--- config.mk ---
export PLATFORM = sky130hd
export DESIGN_NAME = opwf_ctrl
export DESIGN_NICKNAME = d
export VERILOG_FILES = /design/src/sv/oil_paint_window_filter_assert.svh /design/src/sv/opwf_pkg.sv /design/src/sv/opwf_ctrl.sv
export SDC_FILE = /design/constraint.sdc
export NUM_CORES = 1
export LEC_CHECK = 0
export ABC_AREA = 1
export BUFFER_PORTS_ARGS = -buffer_cell sky130_fd_sc_hd__buf_2
export CAP_MARGIN = 20
export CORE_AREA = 2 2 39 41
export DETAILED_ROUTE_END_ITERATION = 10
export DIE_AREA = 0 0 41 43
export RECOVER_POWER = 50
export SETUP_SLACK_MARGIN = 0.3
export SLEW_MARGIN = 20
export SYNTH_ARGS = -nofsm -noshare
export SYNTH_HDL_FRONTEND = slang
export SYNTH_SLANG_ARGS = --single-unit
--- constraint.sdc ---
create_clock -name clk -period 1.6 [get_ports clk]
set_clock_uncertainty 0.1 [all_clocks]
set_input_delay 0.32 -clock clk [delete_from_list [all_inputs] [get_ports clk]]
set_output_delay 0.32 -clock clk [all_outputs]
set_load 0.005 [all_outputs]
--- src/sv/oil_paint_window_filter_assert.svh ---
// assertion macros for the oil paint window filter
`ifndef OIL_PAINT_WINDOW_FILTER_ASSERT_SVH
`define OIL_PAINT_WINDOW_FILTER_ASSERT_SVH

`ifndef NO_ASSERTIONS
`define OPWF_ASSERT_IMP(lbl, pre, con, msg) \
  lbl: assert property (@(posedge clk) disable iff (!rst_n) (pre) |-> (con)) else $error(msg);
`define OPWF_ASSERT_NXT(lbl, pre, con, msg) \
  lbl: assert property (@(posedge clk) disable iff (!rst_n) (pre) |=> (con)) else $error(msg);
`else
`define OPWF_ASSERT_IMP(lbl, pre, con, msg)
`define OPWF_ASSERT_NXT(lbl, pre, con, msg)
`endif

`endif

--- src/sv/opwf_pkg.sv ---
`default_nettype none
package opwf_pkg;

  localparam logic [1:0] CFG_LEVELS = 2'd0;
  localparam logic [1:0] CFG_RADIUS = 2'd1;
  localparam logic [1:0] CFG_WIDTH  = 2'd2;
  localparam logic [1:0] CFG_HEIGHT = 2'd3;

  localparam logic [8:0]  LEVELS_RST = 9'd8;
  localparam logic [2:0]  RADIUS_RST = 3'd2;
  localparam logic [10:0] WIDTH_RST  = 11'd640;
  localparam logic [15:0] HEIGHT_RST = 16'd480;

  localparam logic [13:0] YC_R   = 14'd4899;
  localparam logic [13:0] YC_G   = 14'd9617;
  localparam logic [13:0] YC_B   = 14'd1868;
  localparam logic [13:0] YC_RND = 14'd8192;

  typedef struct packed {
    logic accept;
    logic rd_center;
    logic hist_clr;
    logic win_rd;
    logic y_calc;
    logic q_calc;
    logic hist_upd;
    logic scan_step;
    logic div_start;
    logic div_step;
    logic load_out;
  } opwf_cmd_t;

  typedef struct packed {
    logic drop;
    logic early;
    logic pass_mode;
    logic win_last;
    logic scan_done;
    logic div_done;
    logic out_busy;
  } opwf_status_t;

endpackage
`default_nettype wire

--- src/sv/opwf_ctrl.sv ---
`default_nettype none
module opwf_ctrl
  import opwf_pkg::*;
(
  input  wire logic         clk,
  input  wire logic         rst_n,
  input  wire logic         in_tvalid,
  output logic              in_tready,
  input  wire opwf_status_t st,
  output opwf_cmd_t         cmd
);

  localparam logic [3:0] S_IDLE = 4'd0;
  localparam logic [3:0] S_PASS = 4'd1;
  localparam logic [3:0] S_CLR  = 4'd2;
  localparam logic [3:0] S_ADDR = 4'd3;
  localparam logic [3:0] S_YC   = 4'd4;
  localparam logic [3:0] S_QC   = 4'd5;
  localparam logic [3:0] S_UPD  = 4'd6;
  localparam logic [3:0] S_SCAN = 4'd7;
  localparam logic [3:0] S_DST  = 4'd8;
  localparam logic [3:0] S_DIV  = 4'd9;
  localparam logic [3:0] S_OUT  = 4'd10;

  logic [3:0] state_r, state_nxt;

  always_ff @(posedge clk) begin
    if (!rst_n) begin
      state_r <= S_IDLE;
    end else begin
      state_r <= state_nxt;
    end
  end

  assign in_tready = (state_r == S_IDLE);

  always_comb begin
    state_nxt = state_r;
    cmd = '0;
    unique case (state_r)
      S_IDLE: begin
        if (in_tvalid) begin
          cmd.accept = 1'b1;
          if (st.drop || st.early) state_nxt = S_IDLE;
          else if (st.pass_mode) state_nxt = S_PASS;
          else state_nxt = S_CLR;
        end
      end
      S_PASS: begin
        cmd.rd_center = 1'b1;
        state_nxt = S_OUT;
      end
      S_CLR: begin
        cmd.hist_clr = 1'b1;
        state_nxt = S_ADDR;
      end
      S_ADDR: begin
        cmd.win_rd = 1'b1;
        state_nxt = S_YC;
      end
      S_YC: begin
        cmd.y_calc = 1'b1;
        state_nxt = S_QC;
      end
      S_QC: begin
        cmd.q_calc = 1'b1;
        state_nxt = S_UPD;
      end
      S_UPD: begin
        cmd.hist_upd = 1'b1;
        state_nxt = st.win_last ? S_SCAN : S_ADDR;
      end
      S_SCAN: begin
        cmd.scan_step = 1'b1;
        if (st.scan_done) state_nxt = S_DST;
      end
      S_DST: begin
        cmd.div_start = 1'b1;
        state_nxt = S_DIV;
      end
      S_DIV: begin
        cmd.div_step = 1'b1;
        if (st.div_done) state_nxt = S_OUT;
      end
      S_OUT: begin
        if (!st.out_busy) begin
          cmd.load_out = 1'b1;
          state_nxt = S_IDLE;
        end
      end
      default: state_nxt = S_IDLE;
    endcase
  end

endmodule
`default_nettype wire

==> results of run 1 <==
==> report_power, final <==
group,internal (mW),switching [mW]
Sequential,0.113,0.0245
Clock,0.0837,0.0390
Combinational,0.120,0.140
==> worst reg2reg max path: stages (launching register included) <==
cell	delay [ns]
dfxtp_2	0.42
inv_4	0.06
nand2_1	0.19
nor2_4	0.07
buf_4	0.14
nor2_1	0.12
nand3_1	0.10
nand2_1	0.09
a21oi_2	0.05
==> routing by layer <==
layer | vias up | track usage [%]
li1 | 299 | -
met1 | 243 | 17.74
met2 | 14 | 24.38
met3 | 0 | 4.712
met4 | 0 | 2.000
met5 | - | 0
==> repair_timing <==
action                     in CTS  in global routing
gates resized for setup        19                  7
setup endpoints to repair      15                 15
pin swaps                       5                  9
setup buffers                   3                  3
==> cells in the mapped netlist <==
master,instances
nor2_2,5
nor2_1,14
nand3_2,1
nor2_4,1
nand2_2,5
a21oi_2,2
nand2_1,18
a21oi_1,1
nand3_1,6
inv_2,9
o2111ai_1,1
dfxtp_1,4
inv_1,9
nor3_1,2
==> how the worst min path moves through the flow <==
stage	cells past startpoint	endpoint	slack, ns	from
after floorplan	2	state_r[2]$_SDFFE_PN0P_	0.32	rst_n
after global placement	3	state_r[2]$_SDFFE_PN0P_	0.43	rst_n
after detailed placement	3	state_r[2]$_SDFFE_PN0P_	0.44	rst_n
after CTS	3	state_r[2]$_SDFFE_PN0P_	0.19	rst_n
after global routing	3	state_r[2]$_SDFFE_PN0P_	0.23	rst_n
final	3	state_r[2]$_SDFFE_PN0P_	0.20	rst_n
==> stage by stage <==
step,util [%],hold slack [ns],cells,setup slack (ns)
3_5_place_dp,39.60,0.4356,115,0.2198
3_3_place_gp,39.60,0.4251,115,0.2571
5_1_grt,49.28,0.2282,124,0.03966
6_report,49.28,0.1963,124,0.08342
2_1_floorplan,-,0.3176,78,0.3984
4_1_cts,46.56,0.1931,121,0.1185
==> area by class of cell <==
class / instances / area, um2
Tap cell: 16 / 20.02
Timing Repair Buffer: 27 / 162.7
Inverter: 18 / 72.57
Sequential cell: 4 / 92.59
Multi-Input combinational cell: 56 / 311.5
Clock buffer: 3 / 22.52
Fill cell: 151 / 701.9
==> cells by family (layout without fill, tap and decap cells) <==
| family | after synthesis | count (layout) |
|---|---|---|
| AOI/OAI and AO/OA | 4 | 4 |
| buffers and inverters | 18 | 48 |
| DFF | 4 | 4 |
| and+or+nand+nor | 52 | 52 |
==> impl_metrics.yaml, run 1 <==
routing:
  dr_wl_met2_um: 664
  route.detailed.vias_per_inst: 4.484
  detail-route-antenna-nets: 0
  detail_route.wl_per_cell_um: 9.629
  drt-total-wl_um: 1194
  dr.pass1.iters: 4
  initial_drc_count: 2
  wirelength_met1_um: 481
  num_vias: 556
  route.detailed.drc: 0
  top_signal_layer_used: "met3"
  wl_met3_um: 48
yosys:
  synthesis.nets: 88
  cell_types_with_the_largest_area_share_after_synthesis: "dfxtp_1 19%, nand2_1 16%, nor2_1 12%, inv_1 8.0%, inv_2 8.0%"
  yosys_warnings: 0
  synth.area.mux_share_pct: 0
  dominant_combinational_cell_family_by_area_after_synthesis: "simple AND/OR/NAND/NOR gates"
  average_size_of_a_mapped_cell_um2: 5.422
  yosys.area_share.xor_xnor_pct: 0
  netlist_area_um2: 422.9
  synth_area_leader_cell: "dfxtp_1"
  synth-compound-area-share_pct: 7.396
  synth.ff_latch_count: 4
  sequential_element_share_of_the_synthesized_area_pct: 18.93
  synth_top_area_share_pct: 18.93
  synth.lib_cells_used.distinct: 14
  synthCells: 78
  post_synth_and_or_nand_nor_area_fraction_pct: 57.69
  yosys.area_share.adder_pct: 0
clock_network:
  tritoncts_clock_tree: "yes"
  cts_hold_buffers: 0
  cts.reportedPaths.clkPinSlew_ns: 0.04
  root_buffer_cell: "clkbuf_4"
  cts-root-to-sink-buffers: 2
  clk_sink_count: 4
  clkLatencyLatePin_ns: 0.23
  clock_tree.htree_level_count: 1
  numCtsBuffers: 3
layout:
  fin_nets: 120
  mostFrequentLayoutCells: "19 x buf_2, 18 x nand2_1, 11 x nor2_1"
  final_layout_size_suffix_gt1_share_pct: 58.33
  areaGrowthSynthToFinish_pct: 61.24
  largest_registers: "state_r: 4 flops"
  antennaDiodeCount: 0
  post-route-cell-area_um2: 681.9
  mostFrequentLayoutCell: "buf_2"
  largest_reg_flops: 4
  largest-register: "state_r"
floorplanning:
  fp.dieH_um: 43
  core-area_um2: 1384
  die_x_um: 41
  start_util_pct: 30.56
  design.die.area_um2: 1763
  placement_rows: 14
  pin_count: 22
sta:
  fmax_mhz: 659.4
  max_slew_margin_pct: 84.45
  report.final.hold_viol_count: 0
  period_minus_slack_ns: 1.517
  post-route-period-util_pct: 94.79
  grt_setup_unrepaired: "true"
  fin_tns_setup_ns: 0
  report.final.slew_viol_count: 0
  setup_viol: 0
  worstMarginPinSlew_ns: 0.2328
global_routing:
  globalRoute.totalOverflow: 0
  antenna_violations_before_repair: 0
  grt_pass1_vias: 493
  first_pass_grt_wire_length_um: 1807
  grt_start_max_net_pins: 8
  gr-usage-all-layers_pct: 14.57
worst_setup_path:
  crit_buf_inv: 2
  setup.reg_to_reg.worst_slack_ns: 0.16
  crit_path_start: "state_r[3]$_SDFFE_PN0P_"
  critical-path-max-stage-delay_ns: 0.36
  crit_path_start_kind: "register"
  crit_path_end_kind: "output port"
  cp.arrival_ns: 1.10
  timing_worst_setup_path_type: "register to output port"
  critical_path_cell_count: 4
  critPathCapture: "cmd[4]"
  worstPathMaxFanout: 5
  cp_slowest_cell: "dfxtp_2"
  worst-r2r-cell-count: 8
  reg2reg_to: "state_r[1]$_SDFFE_PN0P_"
  cpLargestDelayFamily: "flip-flops"
  critPathRequiredTime_ns: 1.18
  crit_chain: "inv_4 -> nand2_1 -> nor2_4 -> buf_2"
  worst_r2r_startpoint: "state_r[3]$_SDFFE_PN0P_"
pwr:
  power.leakage_nw: 0.3985
  power_density_nw_per_um2: 762.7
  power.total_mw: 0.5201
  max_rail_drop_vdd_v: 0.0003586
min_path:
  min-delay-path-class: "primary input to register"
status:
  run_status: "complete, no violations"
place:
  numPortBuffers: 21
  gp_congestion: 0.7666
  hpwlAfterDp_um: 949.9
  cell_area_placed_um2: 548.0
flow_run:
  cap_viol_max_count: 0
Power figures use the tool's default switching activity.
==> run 2: changes to the inputs <==
Clock period 1.6 ns to 1.5 ns, I/O delays scaled along.
==> run 2 against run 1 <==
Against the previous run: non-clock buffer count stayed put; die area stayed put; largest power group unchanged; hold slack worse by 0.022 ns; first-iteration DRC count grew to 3.0 times the previous value; wire length is 2.8% lower; clock power is 6% higher; core utilization is 2.3 points higher; worst setup slack worse by 0.054 ns; flip-flop and latch count stayed put; final area is 4.6% higher; critical path depth is 1 higher.
==> impl_metrics.yaml, run 2 (synthesis gave the netlist of run 1 again) <==
worst_setup_path:
  crit_buf_inv: 3
  crit_chain: "inv_4 -> nor2_4 -> inv_2 -> nor2_2 -> buf_2"
  crit_path_start_kind: "register"
  worstPathMaxFanout: 5
  crit_path_end_kind: "output port"
  critical-path-max-stage-delay_ns: 0.39
  cp_slowest_cell: "dfxtp_4"
  cp.arrival_ns: 1.07
  timing_worst_setup_path_type: "register to output port"
  cpLargestDelayFamily: "flip-flops"
  critPathRequiredTime_ns: 1.10
floorplanning:
  placement_rows: 14
  pin_count: 22
  design.die.area_um2: 1763
  die_x_um: 41
  core-area_um2: 1384
  fp.dieH_um: 43
  start_util_pct: 30.56
clock_network:
  clkLatencyLatePin_ns: 0.23
  clock_tree.htree_level_count: 1
  cts.reportedPaths.clkPinSlew_ns: 0.04
  cts-root-to-sink-buffers: 2
  tritoncts_clock_tree: "yes"
  root_buffer_cell: "clkbuf_4"
  numCtsBuffers: 3
  clk_sink_count: 4
pwr:
  power.net_switching_mw: 0.2285
  combinational_fraction_of_design_power_pct: 51.2
  share_seq_of_total_power_pct: 26.1
  sw_frac_of_total_pct: 39.77
  power_density_nw_per_um2: 805.5
  clock_power_share_pct: 22.6
  max_rail_drop_vdd_v: 0.0003971
  power_report.internal_total_mw: 0.3460
  power.total_mw: 0.5744
  power.leakage_nw: 0.4020
global_routing:
  grt_start_max_net_pins: 8
  globalRoute.totalOverflow: 0
  gr-usage-all-layers_pct: 14.77
  first_pass_grt_wire_length_um: 1821
  grt_pass1_vias: 499
  antenna_violations_before_repair: 0
layout:
  largest_reg_flops: 4
  post-route-cell-area_um2: 713.2
  mostFrequentLayoutCells: "19 x buf_2, 16 x nand2_1, 10 x nor2_1"
  fin_nets: 120
  antennaDiodeCount: 0
  largest_registers: "state_r: 4 flops"
  areaGrowthSynthToFinish_pct: 68.64
  final_layout_size_suffix_gt1_share_pct: 62.96
  fillerInstances: 147
  largest-register: "state_r"
  mostFrequentLayoutCell: "buf_2"
sta:
  report.final.hold_viol_count: 0
  report.final.slew_viol_count: 0
  fin_tns_setup_ns: 0
  setup_ws_ns: 0.02973
  grt_setup_unrepaired: "true"
  max_slew_margin_pct: 86.42
  post-route-period-util_pct: 98.02
  worstMarginPinSlew_ns: 0.2030
  setup_viol: 0
  fmax_mhz: 680.1
  period_minus_slack_ns: 1.470
routing:
  route.detailed.drc: 0
  drt-total-wl_um: 1160
  route.detailed.vias_per_inst: 4.460
  detail-route-antenna-nets: 0
  dr.pass1.iters: 4
  initial_drc_count: 6
  detail_route.wl_per_cell_um: 9.355
  num_vias: 553
place:
  cell_area_placed_um2: 548.0
  gp_congestion: 0.7666
  numPortBuffers: 21
  pre_cts_ws_ns: 0.1398
  hpwlAfterDp_um: 949.9
status:
  run_status: "complete, no violations"
flow_run:
  cap_viol_max_count: 0
min_path:
  min-delay-path-class: "primary input to register"
## run 2: worst register-to-register path: stages, from the launching register on
cell and delay, ns:
dfxtp_4 0.39, inv_4 0.05, nor2_4 0.11, buf_4 0.11, buf_6 0.09, nand3_2 0.06
nand2_1 0.11, inv_2 0.06, nand2_2 0.06, nand2_1 0.05, a21oi_1 0.11
## run 2: power by group through the flow
stage               Clock [mW]  Combinational, mW  Sequential (mW)
finish                   0.130              0.294            0.150
global route             0.142              0.325            0.152
CTS                      0.137              0.256            0.146
detailed placement           0              0.218            0.140
global placement             0              0.216            0.139
floorplan                    0              0.154            0.135
## run 2: final timing paths
| check | startpoint | endpoint | slack, ns | depth (start not counted) |
|---|---|---|---|---|
| worst max-delay path | state_r[3]$_SDFFE_PN0P_ | cmd[2] | 0.03 | 5 |
| worst min-delay path | rst_n | state_r[2]$_SDFFE_PN0P_ | 0.17 | 3 |
| worst max register to register | state_r[3]$_SDFFE_PN0P_ | state_r[3]$_SDFFE_PN0P_ | 0.11 | 10 |
| worst min register to register | state_r[3]$_SDFFE_PN0P_ | state_r[3]$_SDFFE_PN0P_ | 0.44 | 2 |
## run 2: repair_timing
item,in CTS,in global routing
hold endpoints to repair,0,0
setup buffers,3,3
hold buffers,0,0
gates resized for setup,21,12
endpoints found under the setup margin,15,15
pin swaps,5,6
## run 2: layout make-up
cell class	instances	area, um2	share of cell area [%]
Inverter	18	75.07	10.53
Tap cell	16	20.02	2.807
Multi-Input combinational cell	56	332.8	46.67
Sequential cell	4	92.59	12.98
Clock buffer	3	22.52	3.158
Timing Repair Buffer	27	170.2	23.86
## run 2: metal layers
metal  vias to the layer above  wire (um)  track usage, %
met5                         -          0               0
met4                         0          0           2.000
met3                         0         55           4.712
met2                        12        631           25.00
met1                       244        472           17.74
li1                        297          -               -
## run 2: per-stage QoR
stage,cells,util (%),hold WS (ns)
2_1_floorplan,78,-,0.2976
3_3_place_gp,115,39.60,0.4051
3_5_place_dp,115,39.60,0.4156
4_1_cts,121,47.20,0.1731
5_1_grt,124,51.54,0.2081
6_report,124,51.54,0.1747
==> run 3: changes to the inputs <==
Settings changed: PLACE_DENSITY set to 0.65, SLEW_MARGIN 20 to 10.
==> run 3 against run 2 <==
Against the previous run: clock power barely moved; die area did not move; wire length rose by 21%.
==> impl_metrics.yaml, run 3 (synthesis gave the netlist of run 1 again) <==
place:
  dp_cells: 115
  numPortBuffers: 21
  gp_congestion: 0.7922
  hpwlAfterDp_um: 877.8
routing:
  num_vias: 590
  detail_route.wl_per_cell_um: 10.91
  initial_drc_count: 7
  drt-total-wl_um: 1408
  dr.pass1.iters: 4
  detail-route-antenna-nets: 0
  route.detailed.vias_per_inst: 4.574
  route.detailed.drc: 0
pwr:
  power_report.internal_total_mw: 0.3748
  power.net_switching_mw: 0.2589
  clock_power_share_pct: 20.2
  power.leakage_nw: 0.4350
  combinational_fraction_of_design_power_pct: 56.1
  sw_frac_of_total_pct: 40.86
  power_density_nw_per_um2: 797.6
  share_seq_of_total_power_pct: 23.7
  max_rail_drop_vdd_v: 0.0004260
sta:
  setup_viol: 0
  fmax_mhz: 676.6
  post-route-period-util_pct: 98.53
  worstMarginPinSlew_ns: 0.1840
  period_minus_slack_ns: 1.478
  report.final.slew_viol_count: 0
  finalHoldWorstSlack_ns: 0.1699
  max_slew_margin_pct: 87.69
  report.final.hold_viol_count: 0
  grt_setup_unrepaired: "true"
layout:
  fin_nets: 125
  areaGrowthSynthToFinish_pct: 87.87
  antennaDiodeCount: 0
  post_layout_cell_count: 129
  mostFrequentLayoutCell: "buf_2"
  largest-register: "state_r"
  largest_reg_flops: 4
  final_layout_size_suffix_gt1_share_pct: 69.03
  largest_registers: "state_r: 4 flops"
  mostFrequentLayoutCells: "18 x buf_2, 13 x nand2_1, 10 x nor2_1"
worst_setup_path:
  cp.arrival_ns: 1.08
  critPathRequiredTime_ns: 1.10
  crit_path_start_kind: "register"
  worstPathMaxFanout: 7
  crit_path_start: "state_r[1]$_SDFFE_PN0P_"
  worst_r2r_startpoint: "state_r[1]$_SDFFE_PN0P_"
  crit_path_end_kind: "output port"
  timing_worst_setup_path_type: "register to output port"
clock_network:
  clkLatencyLatePin_ns: 0.23
  numCtsBuffers: 3
  cts.reportedPaths.clkPinSlew_ns: 0.04
  clk_sink_count: 4
  clock_tree.htree_level_count: 1
  root_buffer_cell: "clkbuf_4"
  cts-root-to-sink-buffers: 2
  cts_hold_buffers: 0
  tritoncts_clock_tree: "yes"
flow_run:
  cap_viol_max_count: 0
floorplanning:
  start_util_pct: 30.56
  placement_rows: 14
  die_x_um: 41
  pin_count: 22
  fp.dieH_um: 43
  design.die.area_um2: 1763
  core-area_um2: 1384
global_routing:
  gr-usage-all-layers_pct: 17.07
  layer_with_the_highest_usage: "met2"
  globalRoute.totalOverflow: 0
  grt_pass1_vias: 553
  global_route.usage.met2_pct: 28.44
  grt_util_met1_pct: 17.68
  met3_usage_pct: 4.188
  first_pass_grt_wire_length_um: 2070
  antenna_violations_before_repair: 0
  grt_start_max_net_pins: 8
min_path:
  min-delay-path-class: "primary input to register"
  hold_path.startpoint: "rst_n"
status:
  run_status: "complete, no violations"
[run 3: area by class of cell]
class,count,area [um2]
fillers,133,589.3
inverters,18,75.07
clock buffers,3,22.52
flip-flops and latches,4,95.09
repair buffers,32,214.0
multi-input cells,56,367.9
well taps,16,20.02
[run 3: power by group through the flow]
stage | logic [mW] | clock network, mW | registers (mW)
3_3_place_gp | 0.214 | 0 | 0.139
6_report | 0.356 | 0.128 | 0.150
4_1_cts | 0.275 | 0.138 | 0.143
5_1_grt | 0.385 | 0.146 | 0.152
2_1_floorplan | 0.154 | 0 | 0.135
3_5_place_dp | 0.215 | 0 | 0.139
[run 3: final timing paths]
kind	end	slack (ns)	cells after the start
setup / recovery	cmd[10]	0.02	4
hold / removal	state_r[2]$_SDFFE_PN0P_	0.17	3
setup reg to reg	state_r[1]$_SDFFE_PN0P_	0.12	8
hold reg to reg	state_r[1]$_SDFFE_PN0P_	0.45	2
[run 3: through the flow]
step	TNS [ns]	setup slack [ns]	utilization, %	total power [mW]	instance area [um2]
4_1_cts	0	0.04642	49.10	0.5558	679.4
3_3_place_gp	0	0.1940	39.60	0.3535	548.0
5_1_grt	-0.06707	-0.02800	57.41	0.6826	794.5
2_1_floorplan	0	0.3184	-	0.2893	422.9
6_report	0	0.02199	57.41	0.6337	794.5
3_5_place_dp	0	0.1823	39.60	0.3547	548.0
[run 3: worst max-delay path, cell delays in order, from the launching register on]
cell and delay, ns:
dfxtp_4 0.38, nor2_1 0.17, nand2_2 0.09, nor2_1 0.09, buf_2 0.12
[run 3: what timing repair did]
action	4_1_cts	5_1_grt
gates resized for setup	20	21
buffers inserted	7	4
pin swaps	9	9
setup endpoints to repair	15	16
[run 3: routing by layer]
metal | vias to the layer above | wire, um | part of all wire, %
li1 | 302 | - | -
met1 | 273 | 525 | 37
met2 | 15 | 829 | 59
met3 | 0 | 53 | 3.8
met4 | 0 | 0 | 0
met5 | - | 0 | 0
